[src/bmg_pkg.sv]
// Shared types and constants for the Box-Muller Gaussian generator.
package bmg_pkg;

    localparam int FRAC_BITS    = 30;
    localparam int LOG_STEPS    = 30;
    localparam int SERIES_CELLS = 6;
    localparam int SAMPLE_INT   = 4;

    typedef logic [30:0]        t_q30;
    typedef logic signed [31:0] t_trig;

    localparam t_q30 Q30_ONE     = 31'h4000_0000;
    localparam t_q30 LN2_Q30     = 31'd744261118;
    localparam t_q30 HALF_PI_Q30 = 31'd1686629713;

    typedef enum logic [1:0] {
        QUAD_I,
        QUAD_II,
        QUAD_III,
        QUAD_IV
    } t_quad;

    typedef struct packed {
        t_quad quad;
        logic  swap;
    } t_octant;

    function automatic int cos_div(input int i);
        return (2 * i + 1) * (2 * i + 2);
    endfunction

    function automatic int sin_div(input int i);
        return (2 * i + 2) * (2 * i + 3);
    endfunction

endpackage

[src/bmg_log_cell.sv]
// One squaring step of the base-2 logarithm: yields one fraction bit.
module bmg_log_cell #(
    parameter int EW = 6
) (
    input  logic          i_clk,
    input  logic          i_en,
    input  bmg_pkg::t_q30 i_f,
    input  logic [29:0]   i_frac,
    input  logic [EW-1:0] i_e,
    output bmg_pkg::t_q30 o_f,
    output logic [29:0]   o_frac,
    output logic [EW-1:0] o_e
);
    import bmg_pkg::*;

    logic [61:0] w_sq;
    logic [31:0] w_g;
    logic        w_bit;
    t_q30        n_f;
    t_q30        r_f;
    logic [29:0] r_frac;
    logic [EW-1:0] r_e;

    assign w_sq  = 62'(i_f) * 62'(i_f);
    assign w_g   = w_sq[61:30];
    assign w_bit = w_g[31];
    // A square at or above two contributes a one and is halved back into range.
    assign n_f   = w_bit ? w_g[31:1] : w_g[30:0];

    always_ff @(posedge i_clk) begin
        if (i_en) begin
            r_f    <= n_f;
            r_frac <= {i_frac[28:0], w_bit};
            r_e    <= i_e;
        end
    end

    assign o_f    = r_f;
    assign o_frac = r_frac;
    assign o_e    = r_e;
endmodule

[config.mk]
export PLATFORM = sky130hd
export DESIGN_NAME = bmg_log_cell
export DESIGN_NICKNAME = d
export VERILOG_FILES = /design/src/bmg_pkg.sv /design/src/bmg_log_cell.sv
export SDC_FILE = /design/constraint.sdc
export NUM_CORES = 2
export LEC_CHECK = 0
export BUFFER_PORTS_ARGS = -buffer_cell sky130_fd_sc_hd__buf_2
export CORE_MARGIN = 1.5
export CORE_UTILIZATION = 55
export DETAILED_ROUTE_END_ITERATION = 16
export PLACE_DENSITY_LB_ADDON = 0.3
export SLEW_MARGIN = 20
export SYNTH_ARGS = -nofsm -noshare
export SYNTH_HDL_FRONTEND = slang
export SYNTH_SLANG_ARGS = --single-unit
[constraint.sdc]
create_clock -name i_clk -period 10.5 [get_ports i_clk]
set_clock_uncertainty 0.2 [all_clocks]
set_input_delay 2.625 -clock i_clk [delete_from_list [all_inputs] [get_ports i_clk]]
set_output_delay 2.625 -clock i_clk [all_outputs]
set_load 0.01 [all_outputs]
After elaboration in Yosys (flattened, before gate mapping)
Index checks and enable logic that the tools add are counted.
W data, S select, Z words.
{ "totals": {"regBits": 67, "input_bits": 69, "output_inout_bits": 67} }
{ "op_classes": {"multipliers": 1, "n_mux": 1} }
{ "ops": {"columns": ["cell", "count"], "rows": [
  ["$mul A31 B31 Y62", 1],
  ["$mux W30", 1]
]} }

Logic depth before layout (Yosys ltp)
{ "logic_depth": {"ltp_word": 2, "depth_mapped": 32} }

Least setup slack after synthesis
No wires, ideal clock.
{ "synth_timing": {"path_type": "input -> register", "startpoint": "input i_f[25]", "endpoint": "register r_f[29] (netlist: o_f[29]), data pin", "setup_time_ns": 0.260, "t_arrival_ns": 9.642, "setup_slack_ns": 0.398, "path_stages": 26, "n_path_buf": 2, "cell_sequence": "clkbuf_1 clkbuf_1 nand2_1 fa_1 fa_1 inv_1 fa_1 inv_1 fa_1 inv_1 fa_1 fa_1 fa_1 inv_1 fa_1 inv_1 ha_1 and4_1 o21ai_0 o311ai_0 o21ai_0 a21oi_1 o21ai_0 o31ai_1 xor2_1 mux2_2"} }
{ "synth_between": {"elab_chain_len": 2} }
{ "synth_lines": {"columns": ["element", "line", "text"], "rows": [
  ["from (decl)", "bmg_log_cell.sv:7", "input bmg_pkg::t_q30 i_f,"],
  ["$mul A31 B31 Y62", "bmg_log_cell.sv:24", "assign w_sq = 62'(i_f) * 62'(i_f);"],
  ["$mux W30", "bmg_log_cell.sv:28", "assign n_f = w_bit ? w_g[31:1] : w_g[30:0];"],
  ["net n_f[29]", "bmg_log_cell.sv:19", "t_q30 n_f;"],
  ["to (signal assigned)", "bmg_log_cell.sv:32", "r_f <= n_f;"],
  ["to (decl)", "bmg_log_cell.sv:20", "t_q30 r_f;"]
]} }
The timed path passes the listed nets, and every way through them passes these cells.
A chain may end at the register's enable or synchronous reset.

Worst setup path after layout
{ "layout_timing": {"startpoint": "input i_f[17]", "endpoint": "register r_f[18] (netlist: o_f[18]), data pin"} }
Same word-level chain as after synthesis.

==> summary.md <==
| Metric | Value |
|---|---|
| CP peak stage delay | `around 0.55 ns` |
| DIE HEIGHT | `234 um` |
| Post-CTS Setup Bufs | `0` |
| Port Buffers | `134` |
| Seq/Total Area, Yosys | `6.88%` |
| Die width | `234 um` |
| Routability Congestion | `0.938` |
| CTS tree | `built` |
| Die area | `0.0545 mm^2` |
| Ys Warns | `0` |
| Actual transition at the worst max-transition pin | `0.827 ns` |
| Core area | `approximately 0.053 mm^2` |
| Tot GR Track Use | `28.0%` |
| Detail Route Antenna Nets | `0` |
| Count leader, synth | `inv_1` |
| Min Tclk post-route | `approximately 10 ns` |
| Initial Util | `55.6%` |
| Initial DRT Pass Iterations | `5` |
| Worst path top cell family by delay | `adder cells` |
| Max Fanout on Critical Path | `35` |
| Root Driver | `clkbuf_16` |
| H-tree levels | `3` |
| Mapped Area | `around 0.03 mm^2` |
| Status | `finished, final reports clean` |
| Max cap viols | `0` |
| First-pass GRT wire length | `119 mm` |
| Hold Fails Final Rpt | `0` |
| #FFs+latches synth | `between 60 and 70` |
| # fillers | `4,324` |
| Kind of critical path | `input port to flop` |
| Congestion Overflow GR | `0` |
| Asr flop ratio synth | `0%` |
| Crit share post-route | `98.1%` |
| DRT Wirelength | `71.1 mm` |
| Worst-path clk slew | `0.06 ns` |
| Req. time, crit path | `10.37 ns` |
| Vias per inst | `~5.2` |
| Critical Path AT | `~10 ns` |
| Layout Area Growth over Synthesis | `11.2%` |
| Remaining DRCs | `0` |
| Hpwl dp | `62.5 mm` |
| Via count | `20.7k` |
| Relative slew margins | `between 40% and 50%` |
| Fin. max-slew vios | `0` |
| Vias in the first global route | `about 24k` |
| Row count | `84` |
| Yosys top cell area share | `51.2%` |
| Synthesized area per cell | `9.71 um^2` |
| Cell accounting for the most synthesized area | `fa_1` |
| Core Util, Final | `61.9%` |
| Clk buf depth | `2` |
| Commonest cells in the netlist | `inv_1, fa_1, nand2_1` |
| Fraction of layout cells with a size suffix above 1 | `about an eighth` |
| Wire per inst | `17.9 um` |
| DR iter-0 viols | `1,166` |
| Largest net degree at the start of global routing | `68` |
| Initial antenna violation count | `1` |
| # nets final | `4,355` |
| Critical path endpoint category | `flop` |
| Largest cells by area after synthesis | `fa_1, inv_1, ha_1, edfxtp_1, and2_1` |
| Post-synth net total | `4,096` |
| Netlist cell types | `55` |
| CP Launch Type | `input port` |
| Worst path most repeated cell | `fa_1` |
| Fmax | `just under 0.1 GHz` |
| Main synth FF type | `edfxtp_1` |
| HP Class | `input port to flop` |
| CP max stage cell | `fa_1` |
| Post-synth EDFFs | `67` |
| Syn Inst Count | `3,011` |
| CTS Buf Count | `9` |
| CTS sink count | `67` |
| Buf/Inv on CP | `7` |
| IO Count | `about 140` |
| Final Setup Violations | `0` |
-- worst paths after layout --
kind,from,to,slack [ns],cells after the start
max,i_f[17],o_f[18]$_DFFE_PP_,0.20,26
min,i_frac[12],o_frac[13]$_DFFE_PP_,2.27,1
-- final cells by class --
class	count	area, um^2	area share, %
antenna	1	2.50	0.00770
clock buffer	10	229	0.704
clock inverter	6	41.3	0.127
inverter	917	3450	10.6
multi-input combinational	1919	23400	72.1
sequential	67	2010	6.19
tap	688	861	2.65
timing repair buffer	356	2490	7.66
-- placed cells by master (no fill, tap or decap), drive strengths merged, types with 31 or more instances in the layout --
cell type and count:
xnor2 31, inv 917, fa 747, edfxtp 67
buf 355, o21ai 31, and2 194, nand2 299
ha 269, a21oi 72, nor2 58
-- registers in the layout, indices dropped and copies added (netlist names) --
signal	flops
o_f	31
o_frac	30
o_e	6
-- routing by layer --
metal / vias to the layer above / share of wire (%) / GRT usage [%]
met5: - / 0 / 0
met4: 0 / 4.1 / 9.92
met3: 161 / 5.4 / 3.50
met2: 614 / 52 / 50.6
met1: 10622 / 38 / 34.4
li1: 9300 / - / -
-- stage by stage --
step / cell area [um^2] / hold slack [ns] / setup slack (ns) / std cells / TNS (ns)
2_1_floorplan: 29200 / 2.52 / 0.398 / 3011 / 0
3_3_place_gp: 32200 / 2.60 / -0.263 / 3947 / -7.28
3_5_place_dp: 32200 / 2.60 / -0.310 / 3947 / -8.54
4_1_cts: 32400 / 2.27 / 0.00680 / 3963 / 0
5_1_grt: 32500 / 2.26 / -0.0587 / 3963 / -0.969
6_report: 32500 / 2.27 / 0.203 / 3964 / 0
-- kinds of logic (layout without fill, tap and decap cells) --
logic type | count (synthesis) | in the layout | share of synthesized area (%)
other | 0 | 1 | 0
AND/OR/NAND/NOR | 631 | 631 | 10.4
adder cells (fa/ha/maj) | 1016 | 1016 | 62.7
flip-flops | 67 | 67 | 6.88
AO/OA/AOI/OAI | 188 | 188 | 4.06
XOR/XNOR | 56 | 56 | 1.68
buffers and inverters | 1025 | 1289 | 13.2
multiplexers | 28 | 28 | 1.08
-- repair_timing --
| item | CTS | global route |
|---|---|---|
| resized for setup | 1 | 25 |
| cloned | 0 | 0 |
| pin swaps | 0 | 1 |
| setup endpoints to repair | 13 | 32 |
| hold buffers | 0 | 0 |
Power is not shown: default switching activity piles up to over one toggle a cycle in this logic, so the estimate is an artifact.
