==> src/bmg_sqrt_cell.sv <==
// One restoring square-root step: consumes two radicand bits, yields one root bit.
module bmg_sqrt_cell #(
    parameter int RW = 58,
    parameter int QW = 29
) (
    input  logic          i_clk,
    input  logic          i_en,
    input  logic [RW-1:0] i_rad,
    input  logic [QW:0]   i_rem,
    input  logic [QW-1:0] i_root,
    output logic [RW-1:0] o_rad,
    output logic [QW:0]   o_rem,
    output logic [QW-1:0] o_root
);
    logic [QW+2:0] w_cur;
    logic [QW+2:0] w_trial;
    logic [QW+2:0] w_diff;
    logic          w_ge;
    logic [RW-1:0] r_rad;
    logic [QW:0]   r_rem;
    logic [QW-1:0] r_root;

    assign w_cur   = {i_rem, i_rad[RW-1:RW-2]};
    assign w_trial = {1'b0, i_root, 2'b01};
    assign w_ge    = w_cur >= w_trial;
    assign w_diff  = w_cur - w_trial;

    always_ff @(posedge i_clk) begin
        if (i_en) begin
            r_rad  <= {i_rad[RW-3:0], 2'b00};
            r_rem  <= w_ge ? w_diff[QW:0] : w_cur[QW:0];
            r_root <= {i_root[QW-2:0], w_ge};
        end
    end

    assign o_rad  = r_rad;
    assign o_rem  = r_rem;
    assign o_root = r_root;
endmodule

==> config.mk <==
export PLATFORM = sky130hd
export DESIGN_NAME = bmg_sqrt_cell
export DESIGN_NICKNAME = d
export VERILOG_FILES = /design/src/bmg_sqrt_cell.sv
export SDC_FILE = /design/constraint.sdc
export NUM_CORES = 1
export LEC_CHECK = 0
export ABC_AREA = 0
export BUFFER_PORTS_ARGS = -buffer_cell sky130_fd_sc_hd__buf_2
export CAP_MARGIN = 20
export CORE_MARGIN = 5
export CORE_UTILIZATION = 54
export CTS_BUF_LIST = sky130_fd_sc_hd__clkbuf_4
export CTS_CLUSTER_SIZE = 28
export DETAILED_ROUTE_END_ITERATION = 16
export PLACE_DENSITY = 0.89
export SKIP_CTS_REPAIR_TIMING = 1
export SYNTH_ARGS = -nofsm -noshare
export SYNTH_HDL_FRONTEND = slang
export SYNTH_SLANG_ARGS = --single-unit
==> constraint.sdc <==
create_clock -name i_clk -period 6.02 [get_ports i_clk]
set_input_delay 1.204 -clock i_clk [delete_from_list [all_inputs] [get_ports i_clk]]
set_output_delay 1.204 -clock i_clk [all_outputs]
set_load 0.02 [all_outputs]
# Word-level counts from Yosys, hierarchy flattened
# Cells that the tools add are included.
[op_classes]
add_sub_neg = 1
magnitude_cmp = 1
mux = 1
[op_table]
columns = ["operator", "n"]
rows = [
  ["32-bit by 31-bit >= comparator with 1-bit output", 1],
  ["30-bit two-way mux", 1],
  ["30-bit subtractor", 1],
]
[word_totals]
register_bits = 115
inputBits = 119
out_inout_bits = 117
word_cells = 6

# Longest topological paths before layout
# Gate-level depths: netlist (run 1).
[depth]
depth_word = 2
depth_mapped = 12
depth_no_buf = 10

# Worst setup path before layout (run 1)
# OpenSTA, ideal clock, no wires.
[synth_timing]
path_kind = "input -> register"
from = "input port i_root[18]"
to = "register r_rem[10], in the netlist o_rem[10], data pin"
setup_ns = 0.260
t_arrival_ns = 3.443
required_ns = 5.760
setup_slack_ns = 2.317
path_stages = 11
path_buffers = 1
path_cell_list = "inv_1 ha_1 a21o_1 a221o_1 a21oi_2 o21ai_1 a221o_1 a31oi_2 o21ai_2 buf_6 mux2_4"
[synth_via]
elab_chain_len = 2
[synth_rtl]
columns = ["item", "line_no", "text"]
rows = [
  ["start, declared", "10", "input logic [QW-1:0] i_root,"],
  ["32-bit by 31-bit >= comparator with 1-bit output", "25", "assign w_ge = w_cur >= w_trial;"],
  ["30-bit two-way mux", "31", "r_rem <= w_ge ? w_diff[QW:0] : w_cur[QW:0];"],
  ["end signal, assigned", "31", ""],
  ["end, declared", "20", "logic [QW:0] r_rem;"],
]
# Every way passes these cells.
# A chain may end at the register's enable or synchronous reset.

# Worst setup path after layout (run 1)
[layout_timing]
from = "input port i_root[9]"
to = "register r_rem[23], in the netlist o_rem[23], data pin"
[layout_via]
elab_chain_len = 2
elab_cells_between_ends = 3
cone_classes = "add/sub: 1; order compare: 1; mux: 1"
[layout_rtl]
columns = ["item", "line_no"]
rows = [
  ["30-bit subtractor or 32-bit by 31-bit >= comparator with 1-bit output (tied branches)", "26, 25"],
  ["30-bit two-way mux (*)", "31"],
]
# Mark *: on every way between the ends. The rest lies on a longest branch, timed or not.

==> results of run 1 <==
worst paths after layout:
check	to	from	cells past startpoint	slack (ns)
setup / recovery	o_rem[23]$_DFFE_PP_	i_root[9]	12	2.20
hold / removal	o_rad[48]$_DFFE_PP_	i_rad[46]	1	0.88
area by class of cell:
| type | count | share of cell area |
|---|---|---|
| clock inverters | 14 | 0.01581 |
| clock buffers | 17 | 0.01772 |
| repair buffers | 235 | 0.1644 |
| well taps | 136 | 0.02363 |
| diodes | 2 | 0.0006950 |
| multi-input cells | 260 | 0.2810 |
| flip-flops and latches | 115 | 0.4796 |
| inverters | 33 | 0.01720 |
registers in the layout, indices dropped and copies added (netlist names):
| signal | flops |
|---|---|
| o_rad | 56 |
| o_rem | 30 |
| o_root | 29 |
through the flow:
stage	std cells	hold WS (ns)
2_1_floorplan	417	1.303
6_report	812	0.8758
3_5_place_dp	779	1.382
3_3_place_gp	779	1.381
5_1_grt	812	0.8085
4_1_cts	810	0.8309
cell families after synthesis:
group | share of synthesized area
AOI/OAI and AO/OA | 0.1007
other | 0.0006634
xor gates and xnor gates | 0.04028
DFF | 0.6109
adders and majority gates | 0.06861
buffers and inverters | 0.03320
and+or+nand+nor | 0.07105
muxes | 0.07459
layout by cell type, fill, tap and decap left out, types with 3 or more instances in the layout:
cell type,netlist,layout
buf_4,2,3
nor2b_1,4,4
clkinvlp_4,0,5
o21a_1,7,7
clkinv_2,0,5
o21bai_1,3,3
a211oi_1,3,3
mux2_4,26,26
edfxtp_1,115,115
clkbuf_4,0,17
nor2_1,23,23
nand3_1,11,11
inv_1,33,33
nor3_1,11,11
xnor2_1,18,18
o211ai_1,3,3
ha_1,31,31
o21ai_0,11,11
and3_1,4,4
buf_2,0,232
a21oi_1,23,23
nand2_1,26,26
xor2_1,8,8
a21o_1,13,13
routing by layer:
metal	part of all wire	GRT usage	vias up
met5	0.00087	0	-
met4	0.015	0.07532	2
li1	-	-	2049
met3	0.078	0.07008	18
met2	0.53	0.4287	181
met1	0.37	0.2611	2036
power by group through the flow:
stage / sequential (mW) / clock (mW) / combinational (mW)
3_5_place_dp: 1.02 / 0 / 0.525
3_3_place_gp: 1.01 / 0 / 0.511
6_report: 0.997 / 0.486 / 0.526
4_1_cts: 0.998 / 0.499 / 0.529
5_1_grt: 1.00 / 0.543 / 0.563
2_1_floorplan: 1.12 / 0 / 0.232
critical path, stage by stage:
cell,delay (ns)
buf_2,0.09
inv_1,0.04
ha_1,0.40
and3_1,0.27
o2111ai_1,0.13
a31oi_1,0.28
o21bai_1,0.14
nand3_1,0.10
a31oi_2,0.11
o21ai_4,0.50
buf_4,0.44
mux2_4,0.34
==> impl_metrics.yaml, run 1 <==
sta:
  fin_crit_sh: 0.6351
  setup_ws_ns: 2.197
  maxSlewHeadroom: 0.4905
  tns_ns: 0
  fmax_ghz: 0.2615
  min_period_ns: 3.823
  worst_pin_slew_ns: 0.7642
  finalSetupViolCount: 0
  final_hold_viol_count: 0
  grt_setup_unrepaired: "no"
  drv_slew: 0
placed_design:
  dp_slack_ns: 1.690
  gp_congestion: 0.9088
  place_area_sq_um: 6954
  dp_hpwl_microns: 11970
  io_buffers: 233
power:
  clockPowerShare: 0.242
  seqPwrFrac: 0.496
  switching_share: 0.3060
  power_density_nw_per_um2: 278.9
  p_int_mw: 1.394
  p_sw_mw: 0.6147
  leakagePower_nw: 3.337
  combinationalPowerShare: 0.262
  ir_drop_mv: 0.1358
  p_total_mw: 2.008
synthesis:
  ys_warn_count: 0
  async_flop_share: 0
  synth_ff_type: "edfxtp_1"
  netlist_instances: 416
  synth_edf_count: 115
  ys_types: 48
  synth_commonest_cells: "edfxtp_1 (115), inv_1 (33), ha_1 (31), mux2_4 (26), nand2_1 (26)"
  yosys.area.top_type: "edfxtp_1"
  syn_area_per_cell_sq_um: 13.59
  synth.area.top_cells: "edfxtp_1 (61%), mux2_4 (6.9%), ha_1 (6.9%)"
  netlist_area_sq_um: 5653
  ys_seq_elements: 115
  ys_seq_area_frac: 0.6109
  yosys.cell_count.top_type: "edfxtp_1"
  yosysTopAreaCellShare: 0.6109
setup_path:
  crit_path_end_kind: "flip-flop"
  crit_fanout: 19
  crit_type: "in -> reg"
  critPathLaunchType: "input pin"
  crit_arrival_ns: 4.07
  critPathRequiredTime_ns: 6.27
final_layout:
  synthToLayoutAreaGrowth_pct: 27.38
  fillers: 774
  fin_nets: 812
  drive_above_1_share: 0.4362
  post-route-util: 0.7006
  design_area_sq_um: 7201
  seq_area_sq_um: 3453
  multi_input_area_sq_um: 2023
clock_network:
  clk_path_buf_depth: 2
  htree_levels: 4
  cts_tree: "built"
  cts-buffers-inserted: 17
  clkTransAtPathRegs_ns: 0.10
  clkSinkCount: 115
  cts_root_buf: "clkbuf_4"
floorplanning:
  rows: 37
  die_w_microns: 112.3
  coreArea_sq_um: 10280
  dieArea_sq_um: 12610
  fp.dieH_microns: 112.3
  start_util: 0.5500
  num_io_pins: 236
routing:
  detail_route.first_pass.iterations: 5
  drtIter0Drc: 274
  wire_per_inst_microns: 18.41
  vias_per_cell: 5.278
  vias: 4286
  routed_wl_microns: 14950
  drc: 0
  detail-route-antenna-nets: 0
min_path:
  hold_class: "in -> reg"
global_route:
  grt_pass1_vias: 4322
  grt.total_usage: 0.2345
  grt.overflow.total: 0
  antenna_found_initial: 3
  grt_pass1_wl_microns: 22710
  grt_max_degree: 63
outcome:
  status: "completed"
flow_run:
  drv_cap: 0
No activity file was read; power rests on OpenSTA's default activity.
==> run 2, diff against run 1 <==
--- a/config.mk
+++ b/config.mk
@@ -5,15 +5,15 @@
 export SDC_FILE = /design/constraint.sdc
 export NUM_CORES = 1
 export LEC_CHECK = 0
-export ABC_AREA = 0
+export ABC_AREA = 1
 export BUFFER_PORTS_ARGS = -buffer_cell sky130_fd_sc_hd__buf_2
 export CAP_MARGIN = 20
 export CORE_MARGIN = 5
-export CORE_UTILIZATION = 54
+export CORE_UTILIZATION = 51
 export CTS_BUF_LIST = sky130_fd_sc_hd__clkbuf_4
 export CTS_CLUSTER_SIZE = 28
 export DETAILED_ROUTE_END_ITERATION = 16
-export PLACE_DENSITY = 0.89
+export PLACE_DENSITY = 0.83
 export SKIP_CTS_REPAIR_TIMING = 1
 export SYNTH_ARGS = -nofsm -noshare
 export SYNTH_HDL_FRONTEND = slang
==> constraint.sdc (replaced) <==
create_clock -name i_clk -period 3.6 [get_ports i_clk]
set_input_delay 0.72 -clock i_clk [delete_from_list [all_inputs] [get_ports i_clk]]
set_output_delay 0.72 -clock i_clk [all_outputs]
set_load 0.02 [all_outputs]
==> impl_metrics.yaml, run 2 <==
setup_path:
  cp_cell_sequence: "buf_2 > inv_1 > ha_1 > nand2_1 > nand2_1 > nand2_1 > nand2_1 > a21oi_2 > nor2_1 > nor2_1 > nand2_4 > inv_2 > nand2_1 > nand2_1"
  cp_top_family: "simple AND/OR/NAND/NOR gates"
  worstPathBufferInverterCount: 3
  crit_path_end_kind: "flip-flop"
  crit_fanout: 29
  critical_path.max_stage_delay_ns: 0.47
  crit_arrival_ns: 2.82
  critPathRequiredTime_ns: 4.00
  crit_type: "in -> reg"
  critPathLaunchType: "input pin"
  crit_slowest_cell: "inv_2"
  crit_path_frequent_cell: "nand2_1"
final_layout:
  synthToLayoutAreaGrowth_pct: 25.75
  multi_input_area_sq_um: 2233
  final_common_cell: "nand2_1"
  antenna_cells: 0
  seq_area_sq_um: 3453
  layout_common_cells: "nand2_1 (283), buf_2 (232), inv_1 (137)"
  fin_cells: 1129
  largest_reg_flops: 56
  fillers: 1063
  fin_nets: 1119
  drive_above_1_share: 0.2831
synthesis:
  yosys.cell_count.top_type: "nand2_1"
  ys_seq_area_frac: 0.5514
  ys_seq_elements: 115
  ys_warn_count: 0
  ys_types: 28
  syn_area_per_cell_sq_um: 8.686
  synth_commonest_cells: "nand2_1 (283), inv_1 (137), edfxtp_1 (115), nor2_1 (44), nand3_1 (40)"
  async_flop_share: 0
  synth.area.top_cells: "edfxtp_1 (55%), nand2_1 (17%), inv_1 (8.2%)"
  synth_ff_type: "edfxtp_1"
  netlist_instances: 721
  netlist_area_sq_um: 6262
  yosysTopAreaCellShare: 0.5514
  yosys.area.top_type: "edfxtp_1"
  synth_edf_count: 115
global_route:
  grt_use_met1: 0.2760
  grt_busiest_layer: "met2"
  grt.total_usage: 0.2367
  grt_pass1_vias: 5316
  grt.overflow.total: 0
  grt_max_degree: 62
  antenna_found_initial: 1
  grt_pass1_wl_microns: 26490
  met3_usage: 0.06080
  grt_use_met2: 0.4233
sta:
  drv_slew: 0
  grt_setup_unrepaired: "no"
  maxSlewHeadroom: 0.6035
  fmax_ghz: 0.4137
  fin_crit_sh: 0.6714
  worst_pin_slew_ns: 0.5939
  min_period_ns: 2.417
  tns_ns: 0
  setup_ws_ns: 1.183
  final_hold_viol_count: 0
  finalSetupViolCount: 0
clock_network:
  clkTransAtPathRegs_ns: 0.12
  clkSinkCount: 115
  htree_levels: 4
  cts_root_buf: "clkbuf_4"
  cts_tree: "built"
  clk_path_buf_depth: 2
  cts-buffers-inserted: 17
routing:
  wire_per_inst_microns: 15.21
  vias_per_cell: 4.876
  detail-route-antenna-nets: 0
  drc: 0
  routed_wl_microns: 17170
  drtIter0Drc: 426
  vias: 5505
  detail_route.first_pass.iterations: 6
flow_run:
  drv_cap: 0
floorplanning:
  num_io_pins: 236
  coreArea_sq_um: 12010
  dieArea_sq_um: 14600
  die_w_microns: 120.8
  start_util: 0.5214
  rows: 40
  fp.dieH_microns: 120.8
power:
  power_density_nw_per_um2: 437.3
  p_total_mw: 3.443
  leakagePower_nw: 4.189
  ir_drop_mv: 0.1902
placed_design:
  dp_hpwl_microns: 13740
  io_buffers: 233
  gp_congestion: 0.9542
  placed_cells: 1097
  dp_slack_ns: 0.7088
min_path:
  hold_class: "in -> reg"
outcome:
  status: "completed"
run 2: cell count changes in the layout (fill, tap and decap cells not counted), sizes merged, moves of 8 or more:
cell / before / now
o21ai: 13 / 4
inv: 35 / 140
nand2: 26 / 286
xnor2: 18 / 0
nor2: 23 / 47
mux2: 27 / 0
nand3: 11 / 40
nor3: 11 / 3
a21o: 13 / 1
run 2: final timing paths:
kind | from | end | slack [ns] | depth (start not counted)
max | i_root[15] | o_rem[6]$_DFFE_PP_ | 1.18 | 14
min | i_rad[0] | o_rad[2]$_DFFE_PP_ | 0.37 | 1
run 2: cells by family after synthesis:
| kind of cell | after synthesis | share of synthesized area |
|---|---|---|
| AND/OR/NAND/NOR | 391 | 0.2555 |
| buffers and inverters | 147 | 0.09251 |
| flip-flops | 115 | 0.5514 |
| adder cells (fa/ha/maj) | 31 | 0.06194 |
| AO/OA/AOI/OAI | 23 | 0.01978 |
| XOR/XNOR | 13 | 0.01818 |
| other | 1 | 0.0005988 |
run 2: final cells by class:
cell class | instances | area share
Timing Repair Buffer | 236 | 0.1528
Sequential cell | 115 | 0.4385
Clock inverter | 13 | 0.01732
Multi-Input combinational cell | 460 | 0.2836
Inverter | 139 | 0.06625
Clock buffer | 19 | 0.01811
Tap cell | 147 | 0.02336
run 2: power by group:
group / switching (mW) / internal [mW] / total [mW]
sequential: 0.0305 / 1.63 / 1.66
combinational: 0.575 / 0.285 / 0.860
clock: 0.500 / 0.425 / 0.925
total: 1.10 / 2.34 / 3.44
run 2: per-stage QoR:
stage | instance area [sq um] | hold WS [ns] | utilization
floorplan | 6266 | 0.8189 | -
global placement | 7596 | 0.8962 | 0.6324
finish | 7875 | 0.3695 | 0.6556
detailed placement | 7596 | 0.8988 | 0.6324
CTS | 7875 | 0.3252 | 0.6556
global route | 7875 | 0.2987 | 0.6556
run 2: metal layers:
| metal | part of all wire | wire, microns | vias to the layer above |
|---|---|---|---|
| li1 | - | - | 2767 |
| met3 | 0.081 | 1389 | 29 |
| met1 | 0.39 | 6736 | 2461 |
| met2 | 0.51 | 8711 | 246 |
| met5 | 0.0011 | 19 | - |
| met4 | 0.018 | 310 | 2 |
