## src/bmg_delay.sv

```systemverilog
// Enabled shift line that delays a word by a fixed number of stages.
module bmg_delay #(
    parameter int WIDTH = 32,
    parameter int DEPTH = 4
) (
    input  logic             i_clk,
    input  logic             i_en,
    input  logic [WIDTH-1:0] i_d,
    output logic [WIDTH-1:0] o_q
);
    logic [WIDTH-1:0] r_tap [DEPTH];

    always_ff @(posedge i_clk) begin
        if (i_en) begin
            r_tap[0] <= i_d;
            for (int i = 1; i < DEPTH; i++) begin
                r_tap[i] <= r_tap[i-1];
            end
        end
    end

    assign o_q = r_tap[DEPTH-1];
endmodule

```

## config.mk

```make
export PLATFORM = sky130hd
export DESIGN_NAME = bmg_delay
export DESIGN_NICKNAME = d
export VERILOG_FILES = /design/src/bmg_delay.sv
export SDC_FILE = /design/constraint.sdc
export NUM_CORES = 1
export LEC_CHECK = 0
export BUFFER_PORTS_ARGS = -buffer_cell sky130_fd_sc_hd__buf_2
export CORE_MARGIN = 5
export CORE_UTILIZATION = 35
export CTS_BUF_LIST = sky130_fd_sc_hd__clkbuf_16
export DETAILED_ROUTE_END_ITERATION = 7
export MAX_ROUTING_LAYER = met4
export PLACE_DENSITY_LB_ADDON = 0.3
export RECOVER_POWER = 100
export SETUP_SLACK_MARGIN = 0.05
export SYNTH_ARGS = -nofsm -noshare
export SYNTH_HDL_FRONTEND = slang
export SYNTH_SLANG_ARGS = --single-unit
```

## constraint.sdc

```tcl
create_clock -name i_clk -period 1 [get_ports i_clk]
set_input_delay 0.15 -clock i_clk [delete_from_list [all_inputs] [get_ports i_clk]]
set_output_delay 0.15 -clock i_clk [all_outputs]
set_load 0.05 [all_outputs]
```

## Word-level counts from Yosys, hierarchy flattened

Memories as Yosys holds them, arrays and structs flattened.
Cells that the tools add are included.

| cells by class | value |
|---|---|
| multiply operators | 0 |
| add/sub/neg operators | 0 |
| equal/unequal tests | 0 |
| div/mod/pow operators | 0 |
| mux-type cells | 2 |
| shift operators | 0 |
| $lt $le $gt $ge | 0 |
| reduce and logical (&&, ||, !) cells | 0 |
| bitwise logic cells | 0 |

Operators with widths:

| kind | count |
|---|---|
| 1-bit 2-to-1 mux | 2 |

| storage, ports and cells | value |
|---|---|
| bits in latches | 0 |
| memory bits (writable) | 128 |
| word-level logic and storage cells | 3 |
| memories | 1 |
| bits in read-only memories | 0 |
| bits in registers | 0 |
| bits of input ports | 34 |

Memories:

| memory | words | width | rd ports | clocked after Yosys merged registers in | write ports | line | RTL |
|---|---|---|---|---|---|---|---|
| r_tap | 4 | 32 | 4 | 0 | 4 | 11 | `logic [WIDTH-1:0] r_tap [DEPTH];` |

## Depth between registers and ports, before layout

Gate-level depths: netlist of run 1.

| logic depth | value |
|---|---|
| depth after elaboration | 2 |
| depth in mapped cells | 0 |
| depth with buffers taken out | 0 |

## Least setup slack after synthesis of run 1

Ideal clock, no wire load.

| timing path | value |
|---|---|
| kind | flip-flop to output port |
| from | memory r_tap[3][0] |
| to | output port o_q[0] |
| stages on the path, launching flop included | 1 |
| path buffers | 0 |
| required time | 0.850 ns |
| slack | 0.249 ns |
| data arrival time | 0.601 ns |
| cells stage by stage | edfxtp_1 |

RTL lines:

| element | line | RTL |
|---|---|---|
| start, declared | 11 |  |
| end, declared | 9 | `output logic [WIDTH-1:0] o_q` |

==> results of run 1 <==
==> per-stage QoR <==
step                power, mW  TNS, ns  cell area (um2)    util
floorplan               6.760        0             3844       -
global placement        7.025        0             4407  0.4083
detailed placement      7.044        0             4407  0.4083
CTS                     13.33   -3.670             5525  0.5119
global route            13.63   -4.412             5483  0.5080
finish                  13.11   -2.853             5483  0.5080
==> cell usage after synthesis (all sizes together) <==
library cell | n | area share
edfxtp | 128 | 1.0
==> area by class of cell <==
cell class	instances	area [um2]	area share
tap	140	175.2	0.03195
clock buffer	17	425.4	0.07759
timing repair buffer	100	865.8	0.1579
clock inverter	15	172.7	0.03149
sequential	128	3844	0.7011
==> kinds of logic after synthesis <==
| kind of cell | Yosys count | synth area share |
|---|---|---|
| DFF | 128 | 1.000 |
==> what timing repair did <==
item                                   in CTS  in global routing
hold buffers                               32                  0
endpoints found under the hold margin      32                  0
setup endpoints to repair                  32                 32
resized for setup                          64                  0
buffers inserted                            0                  0
==> path summary, 6_finish.rpt <==
path	to	slack (ns)	cells after the start
min reg2reg	r_tap[3][25]$_DFFE_PP_	0.41	0
min	r_tap[3][25]$_DFFE_PP_	0.41	0
max	o_q[20]	-0.12	1
max reg2reg	r_tap[3][27]$_DFFE_PP_	0.35	0
==> power by group <==
group	switching (mW)	internal (mW)	total, mW
combinational	0.415	0.265	0.680
sequential	0.0935	6.33	6.43
clock	2.10	3.90	6.01
total	2.61	10.5	13.1
==> per-layer routing <==
| metal | track usage | vias to the layer above | share of wire |
|---|---|---|---|
| met1 | 0.08940 | 723 | 0.41 |
| met2 | 0.1273 | 48 | 0.51 |
| met3 | 0.04842 | 8 | 0.068 |
| met5 | - | - | 0 |
| li1 | - | 768 | - |
| met4 | 0.04460 | 0 | 0.015 |
==> out/metrics.cfg, run 1 <==
[floorplanning]
pin_count=66
die_x_um=114.8
die_area_um2=13180
start_util=0.3561
core_um2=10790
rows=38
die_h_um=114.8

[layout]
multi_input_area_um2=0
syn2layout_area_growth_pct=42.64
largest_register=r_tap
top_regs=r_tap x128
final_common_cell=edfxtp_1
final_cell_mix=128 x edfxtp_1, 32 x dlygate4sd3_1, 32 x buf_6, 31 x buf_2, 17 x clkbuf_16
antenna_cells=0
fillers=841
final_layout_size_suffix_gt1_frac=0.3615
largest_reg_flops=128
multi_input_comb_cells=0
nNetsFinal=281
fin_cells=400

[grt]
grtUsageTotal=0.08503
grt_pass1_vias=1633
grt_max_degree=46
antenna_found_initial=0
grt_pass1_wl_um=7803
gr-total-overflow=0

[clock_tree]
clock-sinks=128
cts_root_buf=clkbuf_16
cts_buffers=17
cts_tree=yes
clk_pin_slew_ns=0.05
cts.htree.levels=4
clock_path_buffers=2
clock_latency_ns=0.40

[pwr]
peakVddDrop_v=0.001161
p_leak_nw=2.013
p_per_area_nw_per_um2=2392

[critical_path]
crit_type=register to output port
cpLargestDelayFamily=flip-flops
worstSetupStartpointType=register
cp_slowest_cell=edfxtp_1
cp.arrival_ns=0.97
critical_path_required_ns=0.85
crit_start=r_tap[3][20]$_DFFE_PP_
worstPathMaxFanout=1
critPathMaxStageDelay_ns=0.40
cp_num_buf_inv=1
r2r_start=r_tap[2][27]$_DFFE_PP_
path_cells=buf_6
cp-end-kind=output port

[worst_hold_path]
worstHoldStart=r_tap[2][25]$_DFFE_PP_
hold_class=register to register

[routing]
ant_nets=0
via_count=1547
drc=0
wl_per_cell_um=12.54
vias_per_cell=3.868
drtIter0Drc=76
drt-total-wl_um=5014
drt_pass1_iterations=4

[synthesis]
yosysSeqAreaShare=1.000
synth_seq_cells=128
postSynthAreaPerCell_um2=30.03
netlist_area_um2=3844
syn-instance-count=128
synth_nets=162
synth_warnings=0
synth.distinct_cells=1

[timing]
fin_crit_ns=1.124
max-slew-margin-rel=0.6071
hold_violations=0
rsz0062_at_grt=true
finalCritPeriodShare=1.124
worst_slew_pin_slew_ns=0.5893
setup_slack_ns=-0.1241
drv_slew=0
skew_ns=0.009584
fin_hold_ws_ns=0.4145
fmax_mhz=889.6
setup-violations-final=32

[status]
status=finished, violations left
violations=setup timing

[placed_design]
io_buffers=65
place_congestion=0.6746
post-place-ws_ns=0.1142
dp_hpwl_um=2683
placed_cells=336

[job]
maxCapViolCount=0

No activity file was read; power rests on OpenSTA's default activity.
==> inputs of run 2 (changes only) <==
Settings changed: CELL_PAD_IN_SITES_DETAIL_PLACEMENT set to 1, CELL_PAD_IN_SITES_GLOBAL_PLACEMENT set to 2.
==> out/metrics.cfg, run 2 (synthesized netlist as in run 1, its figures left out) <==
[timing]
setup_slack_ns=-0.1231
drv_slew=0
fin_crit_ns=1.123
skew_ns=0.003326
setup-violations-final=32
max-slew-margin-rel=0.6214
rsz0062_at_grt=true
finalCritPeriodShare=1.123
setup_tns_ns=-2.939
hold_violations=0
worst_slew_pin_slew_ns=0.5679
fmax_mhz=890.4

[worst_hold_path]
worstHoldEndpoint=r_tap[0][28]$_DFFE_PP_
worstHoldStart=i_en
hold_class=input port to register
holdPathStages=2

[routing]
drt_pass1_iterations=4
top_layer=met4
drt-met1-wl_um=2300
vias_per_cell=4.072
wl_per_cell_um=13.33
via_count=1633
dr_wl_met2_um=2564
met3RoutedLength_um=379
ant_nets=0
drtIter0Drc=68
drt-total-wl_um=5346
drc=0

[critical_path]
cp.arrival_ns=0.97
worstSetupStartpointType=register
cp_num_buf_inv=1
path_cells=buf_6
r2r_end=r_tap[3][4]$_DFFE_PP_
cpLargestDelayFamily=flip-flops
critical_path_required_ns=0.85
critPathMaxStageDelay_ns=0.40
r2r_start=r_tap[2][4]$_DFFE_PP_
ff2ff_path_depth=0
worstPathMaxFanout=1
cp-end-kind=output port
reg2reg_slack_ns=0.33
cp_slowest_cell=edfxtp_1
crit_type=register to output port

[pwr]
p_per_area_nw_per_um2=2250
peakVddDrop_v=0.001075
combinationalPowerShare=0.056
p_clk_frac=0.412
intPower_mw=9.637
netSwitchingFraction=0.2036
pwr-share-seq=0.532
p_leak_nw=1.969
p_sw_mw=2.463

[status]
status=finished, violations left
violations=setup timing

[layout]
post-route-util=0.4983
fillers=975
syn2layout_area_growth_pct=39.91
multi_input_area_um2=0
multi_input_comb_cells=0
final_common_cell=edfxtp_1
largest_reg_flops=128
final_cell_mix=128 x edfxtp_1, 32 x dlygate4sd3_1, 32 x buf_6, 29 x buf_2, 17 x clkbuf_16
largest_register=r_tap
top_regs=r_tap x128
final_layout_size_suffix_gt1_frac=0.3333
nNetsFinal=283
seq_area_um2=3844
antenna_cells=0

[grt]
gr-total-overflow=0
grt_pass1_wl_um=8466
antenna_found_initial=0
grt_max_degree=33
grtUsageTotal=0.09422
grt_pass1_vias=1739

[clock_tree]
cts.htree.levels=4
clock_path_buffers=2
cts_buffers=17
clock-sinks=128
cts_tree=yes
clk_pin_slew_ns=0.05
cts_root_buf=clkbuf_16
clock_latency_ns=0.40
postCtsSetupBuffers=0

[floorplanning]
pin_count=66
start_util=0.3561
die_x_um=114.8
die_area_um2=13180
core_um2=10790
die_h_um=114.8
rows=38

[placed_design]
dp_hpwl_um=3072
io_buffers=65
place_congestion=0.6618
post-place-ws_ns=0.1210

[job]
maxCapViolCount=0

-- run 2: changes by cell type in the layout (fill, tap and decap cells not counted), moves of 2 or more --
cell       before  now
buf_2          31   29
bufinv_16       3    0
clkbuf_1        2    5
clkinv_1        1    6
clkinv_2        0    4
clkinv_4        5    0
-- run 2: power by group through the flow --
stage                     clock network, mW  logic [mW]  registers (mW)
after floorplan                           0           0            6.76
after global placement                    0       0.535            6.50
after detailed placement                  0       0.542            6.52
after CTS                              5.15       0.725            6.44
after global routing                   5.42       0.722            6.46
final                                  4.98       0.683            6.43
-- run 2: metal layers --
metal,track usage,vias to the layer above
met1,0.1060,794
li1,-,770
met3,0.05263,12
met5,-,-
met2,0.1304,57
met4,0.05712,0
-- run 2: what timing repair did --
action,in CTS,in global routing
hold endpoints to repair,32,0
endpoints found under the setup margin,32,32
gates resized for setup,64,0
hold buffers,32,0
-- run 2: area by class of cell --
cell class	instances	area share
clock inverters	14	0.01140
well taps	140	0.03257
flip-flops and latches	128	0.7148
repair buffers	102	0.1622
clock buffers	17	0.07911
-- run 2: worst max-delay path by stage --
stage	from	to	slack, ns	cells after the start
floorplan	r_tap[3][0]$_DFFE_PP_	o_q[0]	0.25	0
global placement	i_en	r_tap[3][3]$_DFFE_PP_	0.13	2
detailed placement	i_en	r_tap[3][1]$_DFFE_PP_	0.12	2
CTS	r_tap[3][28]$_DFFE_PP_	o_q[28]	-0.15	1
global route	r_tap[3][9]$_DFFE_PP_	o_q[9]	-0.17	1
finish	r_tap[3][9]$_DFFE_PP_	o_q[9]	-0.12	1
-- run 2: metrics by stage --
stage                     hold slack (ns)  cell area (um2)  power, mW  instances
final                              0.4044             5378      12.10        401
after global routing               0.4164             5378      12.61        401
after CTS                          0.2447             5441      12.31        401
after detailed placement           0.3285             4434      7.063        338
after global placement             0.3268             4434      7.037        338
after floorplan                    0.2489             3844      6.760        128
==> inputs of run 3 (changes only) <==
Settings changed: ABC_AREA set to 1, CAP_MARGIN set to 20, CTS_BUF_LIST sky130_fd_sc_hd__clkbuf_16 to not set.
==> out/metrics.cfg, run 3 (synthesized netlist as in run 1, its figures left out) <==
[routing]
via_count=1636
drtIter0Drc=98
drt-total-wl_um=5335
drc=0
wl_per_cell_um=13.30
drt_pass1_iterations=4
vias_per_cell=4.080
ant_nets=0

[critical_path]
reg2reg_slack_ns=0.32
critPathMaxStageDelay_ns=0.40
critical_path_required_ns=0.85
worstSetupStartpointType=register
path_cells=buf_6
crit_type=register to output port
cp_slowest_cell=edfxtp_1
cp.arrival_ns=1.08
worstPathMaxFanout=1
ff2ff_path_depth=0
cp-end-kind=output port
cp_num_buf_inv=1
cpLargestDelayFamily=flip-flops
r2r_end=r_tap[3][4]$_DFFE_PP_
r2r_start=r_tap[2][4]$_DFFE_PP_

[layout]
multi_input_comb_cells=0
final_layout_size_suffix_gt1_frac=0.3333
final_cell_mix=128 x edfxtp_1, 32 x dlygate4sd3_1, 32 x buf_6, 30 x buf_2, 16 x clkbuf_16
nNetsFinal=283
fillers=975
top_regs=r_tap x128
syn2layout_area_growth_pct=39.55
multi_input_area_um2=0
post-route-util=0.4970
largest_register=r_tap
largest_reg_flops=128
antenna_cells=0
final_common_cell=edfxtp_1

[clock_tree]
cts.htree.levels=4
cts_buffers=17
clock_latency_ns=0.50
cts_root_buf=clkbuf_8
clk_pin_slew_ns=0.05
cts_tree=yes
clock_path_buffers=2
clock-sinks=128

[timing]
drv_slew=0
fin_crit_ns=1.230
finalCritPeriodShare=1.230
rsz0062_at_grt=true
setup-violations-final=32
max-slew-margin-rel=0.5410
hold_violations=0
skew_ns=0.004468
fmax_mhz=812.7
fin_hold_ws_ns=0.2941
worst_slew_pin_slew_ns=0.6885
setup_slack_ns=-0.2305

[placed_design]
place_congestion=0.6618
io_buffers=65
dp_hpwl_um=3072

[floorplanning]
die_h_um=114.8
pin_count=66
die_area_um2=13180
start_util=0.3561
die_x_um=114.8
core_um2=10790
rows=38

[pwr]
p_leak_nw=1.950
p_sw_mw=2.449
p_clk_frac=0.407
pwr-share-seq=0.537
netSwitchingFraction=0.2043
combinationalPowerShare=0.057
intPower_mw=9.541
power_mw=11.99
peakVddDrop_v=0.0009936
p_per_area_nw_per_um2=2235

[grt]
gr-total-overflow=0
antenna_found_initial=0
grt_pass1_vias=1724
grt_max_degree=33
grt_pass1_wl_um=8493
grtUsageTotal=0.09411

[worst_hold_path]
worstHoldEndpoint=r_tap[0][28]$_DFFE_PP_
holdPathStages=2
hold_class=input port to register
worstHoldStart=i_en

[status]
status=finished, violations left
violations=setup timing

[job]
maxCapViolCount=0

run 3: changes by cell type in the layout (fill, tap and decap cells not counted), sizes merged:
cell / change
buf: +1
clkbuf: +2
inv: -3
run 3: layout make-up:
| cell class | instances | area, um2 | area share |
|---|---|---|---|
| timing repair buffer | 102 | 869.6 | 0.1621 |
| clock buffer | 20 | 425.4 | 0.07931 |
| sequential | 128 | 3844 | 0.7166 |
| tap | 140 | 175.2 | 0.03266 |
| clock inverter | 11 | 50.05 | 0.009331 |
run 3: through the flow:
| step | worst slack [ns] | instances | instance area, um2 | setup TNS, ns |
|---|---|---|---|---|
| after detailed placement | 0.1210 | 338 | 4434 | 0 |
| after global routing | -0.2856 | 401 | 5364 | -8.377 |
| after floorplan | 0.2494 | 128 | 3844 | 0 |
| after global placement | 0.1340 | 338 | 4434 | 0 |
| after CTS | -0.2706 | 401 | 5430 | -7.729 |
| final | -0.2305 | 401 | 5364 | -6.368 |
run 3: what timing repair did:
item	in CTS	in global routing
hold buffers	32	0
pin swaps	0	0
gates resized for setup	64	0
setup endpoints to repair	32	32
endpoints found under the hold margin	32	0
setup buffers	0	0
run 3: power groups by stage:
stage          Clock (mW)  Sequential, mW  Combinational [mW]
6_report             4.88            6.43               0.681
5_1_grt              5.34            6.46               0.721
4_1_cts              5.06            6.44               0.725
3_5_place_dp            0            6.52               0.542
3_3_place_gp            0            6.50               0.535
2_1_floorplan           0            6.76                   0
run 3: per-layer routing:
metal | global-route usage | wire length [um]
met5 | - | 0
met4 | 0.06416 | 150
met3 | 0.04632 | 379
met2 | 0.1304 | 2561
met1 | 0.1067 | 2243
run 3: how the worst max path moves through the flow:
stage | slack [ns] | start | depth (start not counted) | to
after floorplan | 0.25 | r_tap[3][0]$_DFFE_PP_ | 0 | o_q[0]
after global placement | 0.13 | i_en | 2 | r_tap[3][3]$_DFFE_PP_
after detailed placement | 0.12 | i_en | 2 | r_tap[3][1]$_DFFE_PP_
after CTS | -0.27 | r_tap[3][28]$_DFFE_PP_ | 1 | o_q[28]
after global routing | -0.29 | r_tap[3][9]$_DFFE_PP_ | 1 | o_q[9]
final | -0.23 | r_tap[3][9]$_DFFE_PP_ | 1 | o_q[9]
